==> src/rtl/core/pn3_fifo.sv <==
module pn3_fifo #(
  parameter int WIDTH = 8,
  parameter int DEPTH = 4,
  localparam int AW = $clog2(DEPTH),
  localparam int CW = $clog2(DEPTH + 1)
) (
  input  logic             clk,
  input  logic             rst_n,
  input  logic             push,
  input  logic [WIDTH-1:0] din,
  input  logic             pop,
  output logic [WIDTH-1:0] dout,
  output logic             empty,
  output logic [CW-1:0]    count
);

  logic [WIDTH-1:0] mem_r [DEPTH];
  logic [AW-1:0]    wr_ptr_r;
  logic [AW-1:0]    rd_ptr_r;
  logic [CW-1:0]    count_r;

  always_ff @(posedge clk) begin
    if (!rst_n) begin
      wr_ptr_r <= '0;
      rd_ptr_r <= '0;
      count_r  <= '0;
    end else begin
      if (push) begin
        wr_ptr_r <= wr_ptr_r + 1'b1;
      end
      if (pop) begin
        rd_ptr_r <= rd_ptr_r + 1'b1;
      end
      count_r <= count_r + CW'(push) - CW'(pop);
    end
  end

  always_ff @(posedge clk) begin
    if (push) begin
      mem_r[wr_ptr_r] <= din;
    end
  end

  assign dout  = mem_r[rd_ptr_r];
  assign empty = (count_r == '0);
  assign count = count_r;

endmodule

==> config.mk <==
export PLATFORM = sky130hd
export DESIGN_NAME = pn3_fifo
export DESIGN_NICKNAME = d
export VERILOG_FILES = /design/src/rtl/core/pn3_fifo.sv
export SDC_FILE = /design/constraint.sdc
export NUM_CORES = 1
export LEC_CHECK = 0
export ABC_AREA = 1
export CAP_MARGIN = 25
export CORE_MARGIN = 2
export CORE_UTILIZATION = 55
export DETAILED_ROUTE_END_ITERATION = 12
export DONT_BUFFER_PORTS = 1
export PLACE_DENSITY_LB_ADDON = 0.1
export SYNTH_ARGS = -nofsm -noshare
export SYNTH_HDL_FRONTEND = slang
export SYNTH_SLANG_ARGS = --single-unit
==> constraint.sdc <==
create_clock -name clk -period 4.19 [get_ports clk]
set_input_delay 0.838 -clock clk [delete_from_list [all_inputs] [get_ports clk]]
set_output_delay 0.838 -clock clk [all_outputs]
set_load 0.01 [all_outputs]
==> metrics.md <==
| Metric | Value |
|---|---|
| Status | complete, no violations |
| Synth Flop Type | edfxtp_1 |
| Max FO, Critical Path | 32 |
| GPL Wtd Cong | 0.6820 |
| Worst slew pin tran | 0.9622 ns |
| Combinational power share | 0.098 |
| Multi-input gate area | 400.4 µm² |
| Die area | 3572 µm² |
| Iteration-0 DRC Markers | 13 |
| Fin nets | 168 |
| Syn_nets | 166 |
| Vias in the first global route | 901 |
| Max Slew Vio Count | 0 |
| Fmax | 387.1 MHz |
| Largest net degree at the start of global routing | 33 |
| CTS buffer count | 5 |
| Setup TNS | 0 ns |
| Mapped cell area | 1710 µm² |
| Part of the power in registers | 0.627 |
| Worst Hold Class | reg2reg |
| Clock Latency Late Sink | 0.34 ns |
| Root buf cell | clkbuf_4 |
| Synth top area share | 0.5618 |
| Lkg Pwr | 0.7325 nW |
| Die width | 59.77 µm |
| Initial Utilization | 0.5696 |
| Area after DPL | 1699 µm² |
| Final WL | 2528 µm |
| Total grt overflow | 0 |
| Die Ht | 59.77 µm |
| Initial antenna violation count | 0 |
| Max clock buf depth | 2 |
| Mapped Cells | 147 |
| Initial DRT Pass Iterations | 4 |
| Core area | 3003 µm² |
| Internal power | 0.0005880 W |
| Area added between synthesis and finish | 3.438% |
| Crit end category | output port |
| Switching power | 0.0001929 W |
| DRC Markers | 0 |
| CP required | 3.35 ns |
| Vias/cell | 5.235 |
| CTS tree | built |
| Fin Clk Skew | 0.01164 ns |
| Sw Ratio | 0.2470 |
| H-Tree Level Count | 2 |
| Core Util, Final | 0.5892 |
| Post-synth EDFFs | 32 |
| Syn. warnings | 0 |
| Final min period | 2.583 ns |
| CP arrival | 1.75 ns |
| Peak VDD IR | 0.2635 mV |
| Crit path kind | reg2out |
| Relative slew slack | 0.3576 |
| Largest cells by area after synthesis | edfxtp_1, dfxtp_1, inv_1, nand2_1, ha_1 |
| Final instance area | 1769 µm² |
| Fill count | 259 |
| FF+latch area | 1141 µm² |
| Routed via count | 958 |
| TritonCTS Sinks | 41 |
| DR WL/cell | 13.81 µm |
| Number of placed I/O pins | 24 |
| Post-DP HPWL | 1749 µm |
| Post-synthesis sequential area ratio | 0.6672 |
| # diodes | 0 |
| #FFs+latches synth | 41 |
| Area leader, netlist | edfxtp_1 |
| I/O Buffers | 0 |
| Rows | 20 |
| Post-CTS Hold Buffers | 0 |
| Post-synth cell types | 16 |
| Cts repair resizes | 0 |
| Worst-path clk slew | 0.11 ns |
| Commonest cells post-synth | edfxtp_1, inv_1, nand2_1 |
| Setup violators final | 0 |
| PwrDens | 441.4 nW/µm² |
| Hold Fails Final Rpt | 0 |
| Asr flop ratio synth | 0 |
| Global-route wire length before repair | 3933 µm |
| Post-route ant nets | 0 |
| Layout cells sized above 1 | 0.06000 |
| RSZ-0062 raised after global routing | false |
| Clock power share | 0.276 |
| Tcrit/Tclk final | 0.6165 |
| Syn_area_per_cell | 11.64 µm² |
| CP startpoint kind | flop |
| Total track usage | 0.1604 |
| Top-count cell post-synth | edfxtp_1 |
| Setup bufs post-CTS | 0 |
| Max_cap viols | 0 |
==> area by class of cell <==
class / count / share of cell area
inverter: 31 / 0.06577
clock inverter: 1 / 0.002829
sequential: 41 / 0.6450
multi-input combinational: 70 / 0.2263
clock buffer: 7 / 0.03678
tap: 33 / 0.02334
==> kinds of logic (layout without fill, tap and decap cells) <==
logic type | after synthesis | after routing | synth area share
AOI/OAI and AO/OA | 34 | 34 | 0.1134
adders and majority gates | 7 | 7 | 0.05560
buffers and inverters | 36 | 39 | 0.09876
DFF | 41 | 41 | 0.6672
and+or+nand+nor | 29 | 29 | 0.06510
==> flip-flops by register name (all words and copies together) (netlist names), named ones only <==
| register | cells |
|---|---|
| mem_r | 32 |
| count | 3 |
| wr_ptr_r | 2 |
| rd_ptr_r | 2 |
==> per-layer routing <==
layer,vias up,GRT usage,routed length [µm]
met3,5,0.07143,142
met4,0,0.07619,46
met1,438,0.1734,1100
met5,-,0,0
met2,23,0.2671,1238
li1,492,-,-
==> power by group through the flow <==
stage          Sequential, W  Combinational [W]  Clock [W]
3_5_place_dp        0.000499          0.0000780          0
6_report            0.000489          0.0000762   0.000215
5_1_grt             0.000493          0.0000881   0.000239
4_1_cts             0.000490          0.0000781   0.000223
2_1_floorplan       0.000487          0.0000760          0
3_3_place_gp        0.000498          0.0000720          0
==> placed cells by master, fill, tap and decap left out, drive strengths merged, types with 6 or more instances in the layout <==
cell type,synthesis,final
inv,31,31
a21oi,14,14
ha,6,6
dfxtp,9,9
o21ai,12,12
edfxtp,32,32
o211ai,8,8
nand2,26,26
clkbuf,0,7
==> worst paths after layout <==
| kind | startpoint | to | slack (ns) | cells after the start |
|---|---|---|---|---|
| worst min-delay path | rd_ptr_r[1]$_SDFFE_PN0P_ | flop | 0.48 | 2 |
| worst max register to register | count[0]$_SDFF_PN0_ | count[2]$_SDFF_PN0_ | 2.51 | 8 |
| worst min register to register | rd_ptr_r[1]$_SDFFE_PN0P_ | flop | 0.48 | 2 |
| worst max-delay path | flop | dout[1] | 1.61 | 3 |
==> per-stage QoR <==
step	setup slack (ns)	hold slack, ns	power [W]	instances
detailed placement	1.948	0.4552	0.0005770	175
global route	1.406	0.5008	0.0008205	183
floorplan	2.246	0.4356	0.0005634	147
finish	1.607	0.4760	0.0007809	183
global placement	2.042	0.4541	0.0005697	175
CTS	1.544	0.4720	0.0007907	183
==> worst max-delay path: stages (launching register included) <==
cell	delay [ns]
dfxtp_1	0.97
a21oi_1	0.17
o21ai_0	0.13
nand2_1	0.13
(Power assumes the default switching activity.)
