===== src/rtl/core/pn3_pkg.sv =====
package pn3_pkg;

  localparam int GRID_SIZE_DEF = 256;
  localparam int FRAC_BITS_DEF = 16;

  localparam int COORD_W     = 24;
  localparam int OUT_W       = 19;
  localparam int TBL_DEPTH   = 256;
  localparam int TBL_AW      = 8;
  localparam int TBL_W       = 16;
  localparam int QUEUE_DEPTH = 4;
  localparam int QUEUE_CW    = $clog2(QUEUE_DEPTH + 1);
  localparam int OUT_DEPTH   = 32;
  localparam int OUT_CW      = $clog2(OUT_DEPTH + 1);

  typedef enum logic {
    KIND_LOAD = 1'b0,
    KIND_EVAL = 1'b1
  } kind_t;

  // Lattice cells are already reduced modulo the grid size; tbl_red is the
  // table value reduced the same way, tbl_raw the value as written.
  typedef struct packed {
    kind_t      kind;
    logic [7:0] tbl_index;
    logic [7:0] tbl_raw;
    logic [7:0] tbl_red;
    logic [7:0] cx;
    logic [7:0] cx1;
    logic [7:0] cy;
    logic [7:0] cy1;
    logic [7:0] cz;
    logic [7:0] cz1;
  } item_t;

endpackage


===== src/rtl/core/pn3_front.sv =====
module pn3_front #(
  parameter int GRID_SIZE = pn3_pkg::GRID_SIZE_DEF,
  parameter int FRAC_BITS = pn3_pkg::FRAC_BITS_DEF
) (
  input  logic                         clk,
  input  logic                         rst_n,
  input  logic                         accept,
  input  logic                         kind,
  input  logic [7:0]                   table_index,
  input  logic [7:0]                   table_value,
  input  logic [pn3_pkg::COORD_W-1:0]  x_coord,
  input  logic [pn3_pkg::COORD_W-1:0]  y_coord,
  input  logic [pn3_pkg::COORD_W-1:0]  z_coord,
  output logic                         push,
  output pn3_pkg::item_t               item,
  output logic [3*FRAC_BITS-1:0]       frac,
  output logic [1:0]                   busy
);

  localparam int IW    = pn3_pkg::COORD_W - FRAC_BITS;
  localparam int IWE   = (IW < 1) ? 1 : IW;
  localparam int RMW   = IWE + 10;
  localparam logic [IWE-1:0] RECIP = IWE'((2 ** IWE) / GRID_SIZE);
  localparam logic [9:0] G10 = 10'(GRID_SIZE);

  logic [7:0] red_tbl [pn3_pkg::TBL_DEPTH];

  for (genvar i = 0; i < pn3_pkg::TBL_DEPTH; i++) begin : g_red
    assign red_tbl[i] = 8'(i % GRID_SIZE);
  end

  logic [pn3_pkg::COORD_W-1:0] coord [3];
  logic [IWE-1:0]              ip_c [3];
  logic [2*IWE-1:0]            qp_c [3];

  logic                  s1_vld_r;
  pn3_pkg::kind_t        s1_kind_r;
  logic [7:0]            s1_tidx_r;
  logic [7:0]            s1_traw_r;
  logic [7:0]            s1_tred_r;
  logic [IWE-1:0]        s1_ip_r [3];
  logic [IWE-1:0]        s1_q_r [3];
  logic [FRAC_BITS-1:0]  s1_frac_r [3];

  logic                  s2_vld_r;
  pn3_pkg::kind_t        s2_kind_r;
  logic [7:0]            s2_tidx_r;
  logic [7:0]            s2_traw_r;
  logic [7:0]            s2_tred_r;
  logic [9:0]            s2_rem_r [3];
  logic [FRAC_BITS-1:0]  s2_frac_r [3];

  logic [7:0] cidx [3];
  logic [7:0] cidx1 [3];

  assign coord[0] = x_coord;
  assign coord[1] = y_coord;
  assign coord[2] = z_coord;

  // The integer part is reduced modulo the grid size by a reciprocal
  // estimate, a multiply back and one final correction.
  always_comb begin
    for (int c = 0; c < 3; c++) begin
      ip_c[c] = IWE'(coord[c] >> FRAC_BITS);
      qp_c[c] = (2*IWE)'(ip_c[c]) * (2*IWE)'(RECIP);
    end
  end

  always_ff @(posedge clk) begin
    if (!rst_n) begin
      s1_vld_r <= 1'b0;
      s2_vld_r <= 1'b0;
    end else begin
      s1_vld_r <= accept;
      s2_vld_r <= s1_vld_r;
    end
  end

  always_ff @(posedge clk) begin
    s1_kind_r <= pn3_pkg::kind_t'(kind);
    s1_tidx_r <= table_index;
    s1_traw_r <= table_value;
    s1_tred_r <= red_tbl[table_value];
    s2_kind_r <= s1_kind_r;
    s2_tidx_r <= s1_tidx_r;
    s2_traw_r <= s1_traw_r;
    s2_tred_r <= s1_tred_r;
    for (int c = 0; c < 3; c++) begin
      s1_ip_r[c]   <= ip_c[c];
      s1_q_r[c]    <= qp_c[c][2*IWE-1:IWE];
      s1_frac_r[c] <= coord[c][FRAC_BITS-1:0];
      s2_rem_r[c]  <= 10'(RMW'(s1_ip_r[c]) - RMW'(s1_q_r[c]) * RMW'(GRID_SIZE));
      s2_frac_r[c] <= s1_frac_r[c];
    end
  end

  always_comb begin
    for (int c = 0; c < 3; c++) begin
      cidx[c]  = (s2_rem_r[c] >= G10) ? 8'(s2_rem_r[c] - G10) : 8'(s2_rem_r[c]);
      cidx1[c] = (cidx[c] == 8'(GRID_SIZE - 1)) ? 8'd0 : cidx[c] + 8'd1;
    end
  end

  always_comb begin
    item.kind      = s2_kind_r;
    item.tbl_index = s2_tidx_r;
    item.tbl_raw   = s2_traw_r;
    item.tbl_red   = s2_tred_r;
    item.cx        = cidx[0];
    item.cx1       = cidx1[0];
    item.cy        = cidx[1];
    item.cy1       = cidx1[1];
    item.cz        = cidx[2];
    item.cz1       = cidx1[2];
    frac           = {s2_frac_r[2], s2_frac_r[1], s2_frac_r[0]};
  end

  assign push = s2_vld_r;
  assign busy = {1'b0, s1_vld_r} + {1'b0, s2_vld_r};

endmodule


===== config.mk =====
export PLATFORM = sky130hd
export DESIGN_NAME = pn3_front
export DESIGN_NICKNAME = d
export VERILOG_FILES = /design/src/rtl/core/pn3_pkg.sv /design/src/rtl/core/pn3_front.sv
export SDC_FILE = /design/constraint.sdc
export NUM_CORES = 1
export LEC_CHECK = 0
export BUFFER_PORTS_ARGS = -buffer_cell sky130_fd_sc_hd__buf_2
export CORE_MARGIN = 2
export CORE_UTILIZATION = 39
export DETAILED_ROUTE_END_ITERATION = 8
export PLACE_DENSITY = 0.73
export SLEW_MARGIN = 20
export SYNTH_ARGS = -nofsm -noshare
export SYNTH_HDL_FRONTEND = slang
export SYNTH_SLANG_ARGS = --single-unit
export TNS_END_PERCENT = 1

===== constraint.sdc =====
create_clock -name clk -period 1.15 [get_ports clk]
set_input_delay 0.0575 -clock clk [delete_from_list [all_inputs] [get_ports clk]]
set_output_delay 0.0575 -clock clk [all_outputs]
set_load 0.005 [all_outputs]

==> results.yml <==
power_and_ir_drop:
  fin_total_pwr_mw: 13.5
  worst_ir_drop_vdd_uv: 1290
  power-per-cell-area_nw_per_um2: 1820
  leakagePower_nw: 3.45
die:
  core_area_um2: 10300
  floorplan.die.height_um: 107
  placementRows: 37
  die_w_um: 107
  floorplan.initialDensity: 0.400
  fp.dieArea_um2: 11400
  number_of_primary_i_o_pins: 216
min_path:
  hold_path_depth: 2
  min_path_type: "in2reg"
  min-delay-start: "y_coord[12]"
  holdPathEnd: "s1_frac_r[0][28]"
critical_path:
  timing.rr.start: "s1_vld_r"
  cp.buffers_inverters: 1
  cp-start-kind: "flop"
  crit_slowest_cell: "sky130_fd_sc_hd__dfxtp_4"
  cp_cell_sequence: "nand2_2, or3_4, a21oi_2, buf_2"
  critPathKind: "reg2out"
  cp_data_required_time_ns: 1.09
  arrival_ns: 1.58
  worst_r2r_path_depth: 1
  cp_top_family: "simple AND/OR/NAND/NOR gates"
  worstReg2RegEnd: "push"
  crit_fanout: 5
  setup.reg_to_reg.worst_slack_ns: 0.55
  worst_setup_path_end_kind: "output pin"
  critical_path.max_stage_delay_ns: 0.38
detailed_routing:
  total_drc_errors_in_the_routed_layout: 0
  ant_nets: 0
  vias: 3145
  drt-total-wl_mm: 10.6
  drtIter0Drc: 156
  routedWlPerCell_um: 14.1
  avgViaCountPerCell: 4.18
  drt_pre_antenna_iters: 4
grt:
  grt_max_degree: 17
  grt_pass1_vias: 3405
  antenna_found_initial: 0
  grt_pass1_wl_mm: 15.8
  grt_met3_use: 0.0827
  gr-usage-all-layers: 0.186
  gr-max-usage-layer: "met2"
  globalRouteMet1Util: 0.173
  grt_remaining_overflow: 0
  grtUsageMet2: 0.345
sta:
  post-route-period-util: 1.42
  clock_skew_ns: 0.00457
  totalNegativeSetupSlack_ns: -9.54
  final_period_minus_worst_setup_slack_ns: 1.63
  grt_setup_unrepaired: "yes"
  final-setup-viol-count: 30
  slew_violations: 0
  final.setup.worst_slack_ns: -0.483
  finalHoldViolations: 0
  tightest_slew_ns: 0.300
  max_clk_rate_mhz: 613
  slew_headroom: 0.797
finish:
  area.growth.synth_to_final_pct: 79.5
  antennaDiodeCount: 0
  final_nets: 700
  share_of_final_layout_standard_cells_stronger_than_drive_strength_1: 0.527
  area_of_all_placed_cells_without_fillers_um2: 7420
flow_run:
  maxCapViolations: 0
synthesis:
  synthesis.area_um2: 4130
  post_synth_num_cell_types: 26
  synth_area_leader_cell: "sky130_fd_sc_hd__dfxtp_1"
  syn_avg_cell_area_um2: 15.8
  synth.ff_latch_count: 180
  syn_nets: 358
  ys_warns: 0
  synth_cells: 262
  yosysSeqAreaShare: 0.872
  synth.top_cells.by_area: "sky130_fd_sc_hd__dfxtp_1 (87%), sky130_fd_sc_hd__buf_4 (1.6%), sky130_fd_sc_hd__xor2_1 (1.5%), sky130_fd_sc_hd__ha_1 (1.2%), sky130_fd_sc_hd__nand3_1 (0.85%)"
  synth_top_area_frac: 0.872
clock_tree:
  clk_pin_slew_worst_paths_ns: 0.07
  cts_sinks: 180
  tritoncts: "built"
  clock_tree.buffer_depth: 2
  cts_buffers: 17
  clock_latency_ns: 0.52
  cts_max_level: 4
  clock_tree.root_cell: "sky130_fd_sc_hd__clkbuf_8"
placement:
  post-place-ws_ns: -0.0956
  numPortBuffers: 215
  dpl_cell_area_um2: 5480
  detailedPlacementHpwl_mm: 6.40
  finalWeightedCongestion: 0.751
run_status:
  outcome: "complete, but fails checks"
  violations: "setup timing"
## cells in the final DEF (no fill, tap or decap), drive strengths merged
cell type | synthesis | final
and3 | 1 | 1
dlygate4sd3 | 0 | 92
nor2b | 1 | 1
clkbuf | 0 | 19
or3 | 2 | 2
a21oi | 6 | 6
nand2 | 8 | 8
xor2 | 7 | 7
nand3 | 8 | 8
o31ai | 2 | 2
o21ai | 3 | 3
clkinv | 0 | 4
dfxtp | 180 | 180
a31oi | 3 | 3
o41ai | 2 | 2
clkinvlp | 0 | 1
bufinv | 0 | 3
nor3 | 2 | 2
buf | 10 | 241
nor2 | 9 | 9
mux2i | 1 | 1
inv | 2 | 7
and2 | 2 | 2
ha | 4 | 4
o22ai | 1 | 1
nand4 | 4 | 4
xnor2 | 4 | 4
## kinds of logic after synthesis
logic type / count (synthesis) / share of synthesized area
AO/OA/AOI/OAI: 17 / 0.0257
XOR/XNOR: 11 / 0.0233
adder cells (fa/ha/maj): 4 / 0.0121
buffers and inverters: 12 / 0.0194
flip-flops: 180 / 0.872
multiplexers: 1 / 0.00242
AND/OR/NAND/NOR: 37 / 0.0451
## where the power goes
group / total [mW] / leakage (nW) / internal [mW] / switching (mW)
clock network: 5.81 / 0.300 / 3.46 / 2.35
registers: 6.70 / 1.52 / 6.57 / 0.129
logic: 1.01 / 1.63 / 0.657 / 0.355
total: 13.5 / 3.45 / 10.7 / 2.84
## layer usage
metal  share of wire  vias up
li1                -     1533
met3           0.081       21
met5               0        -
met4           0.023        0
met2            0.54      152
met1            0.35     1439
## state kept, by name (all words and copies together), names as in the netlist
name       count
s1_traw_r      7
s2_rem_r      24
s2_frac_r     48
push           1
s1_kind_r      1
s1_tidx_r      8
s1_tred_r      1
s1_ip_r       24
s1_vld_r       1
s1_frac_r     48
s2_tred_r      7
s2_traw_r      1
s2_kind_r      1
s2_tidx_r      8
## how the worst max path moves through the flow
stage / from / end / slack, ns / depth (start not counted)
after global placement: s2_rem_r[0][11] / item[22] / -0.006 / 5
after global routing: s2_rem_r[0][0] / item[37] / -0.56 / 5
after detailed placement: s2_rem_r[0][11] / item[22] / -0.1 / 5
final: s2_rem_r[0][11] / item[21] / -0.48 / 4
after floorplan: s2_rem_r[0][10] / item[22] / 0.02 / 4
after CTS: s2_rem_r[0][1] / item[39] / -0.49 / 5
## cell type report
cell class / instances / area, um^2
timing repair buffer: 333 / 2360
multi-input combinational: 70 / 622
inverter: 2 / 7.51
tap: 136 / 170
sequential: 180 / 3650
clock buffer: 19 / 442
fill: 674 / 2900
clock inverter: 13 / 169
## synthesized netlist by cell type
master / n
sky130_fd_sc_hd__nor3_2: 1
sky130_fd_sc_hd__o22ai_1: 1
sky130_fd_sc_hd__a21oi_2: 1
sky130_fd_sc_hd__o31ai_1: 2
sky130_fd_sc_hd__xor2_1: 7
sky130_fd_sc_hd__buf_2: 1
sky130_fd_sc_hd__mux2i_1: 1
sky130_fd_sc_hd__nand3_1: 7
sky130_fd_sc_hd__buf_4: 9
sky130_fd_sc_hd__nor2b_1: 1
sky130_fd_sc_hd__nand2_1: 8
sky130_fd_sc_hd__nor3_1: 1
sky130_fd_sc_hd__or3_1: 2
sky130_fd_sc_hd__a31oi_1: 3
sky130_fd_sc_hd__o41ai_1: 2
sky130_fd_sc_hd__ha_1: 4
sky130_fd_sc_hd__xnor2_1: 4
sky130_fd_sc_hd__nand4_1: 4
sky130_fd_sc_hd__o21ai_0: 3
sky130_fd_sc_hd__nand3_2: 1
sky130_fd_sc_hd__dfxtp_1: 180
sky130_fd_sc_hd__and2_1: 2
sky130_fd_sc_hd__nor2_1: 9
sky130_fd_sc_hd__and3_1: 1
sky130_fd_sc_hd__inv_1: 2
sky130_fd_sc_hd__a21oi_1: 5
## what timing repair did
action,4_1_cts,5_1_grt
gates resized for setup,57,42
hold buffers,92,0
gates cloned,0,0
pin swaps,11,11
hold endpoints to repair,91,0
endpoints found under the setup margin,41,44
setup buffers,3,0
## per-stage QoR
stage               hold slack, ns  cells  utilization
floorplan                   0.0852    262            -
detailed placement           0.161    626        0.531
global route                 0.147    753        0.719
CTS                          0.142    753        0.702
global placement             0.160    626        0.531
finish                       0.174    753        0.719
Note: power is estimated with default switching activity, not from simulation.
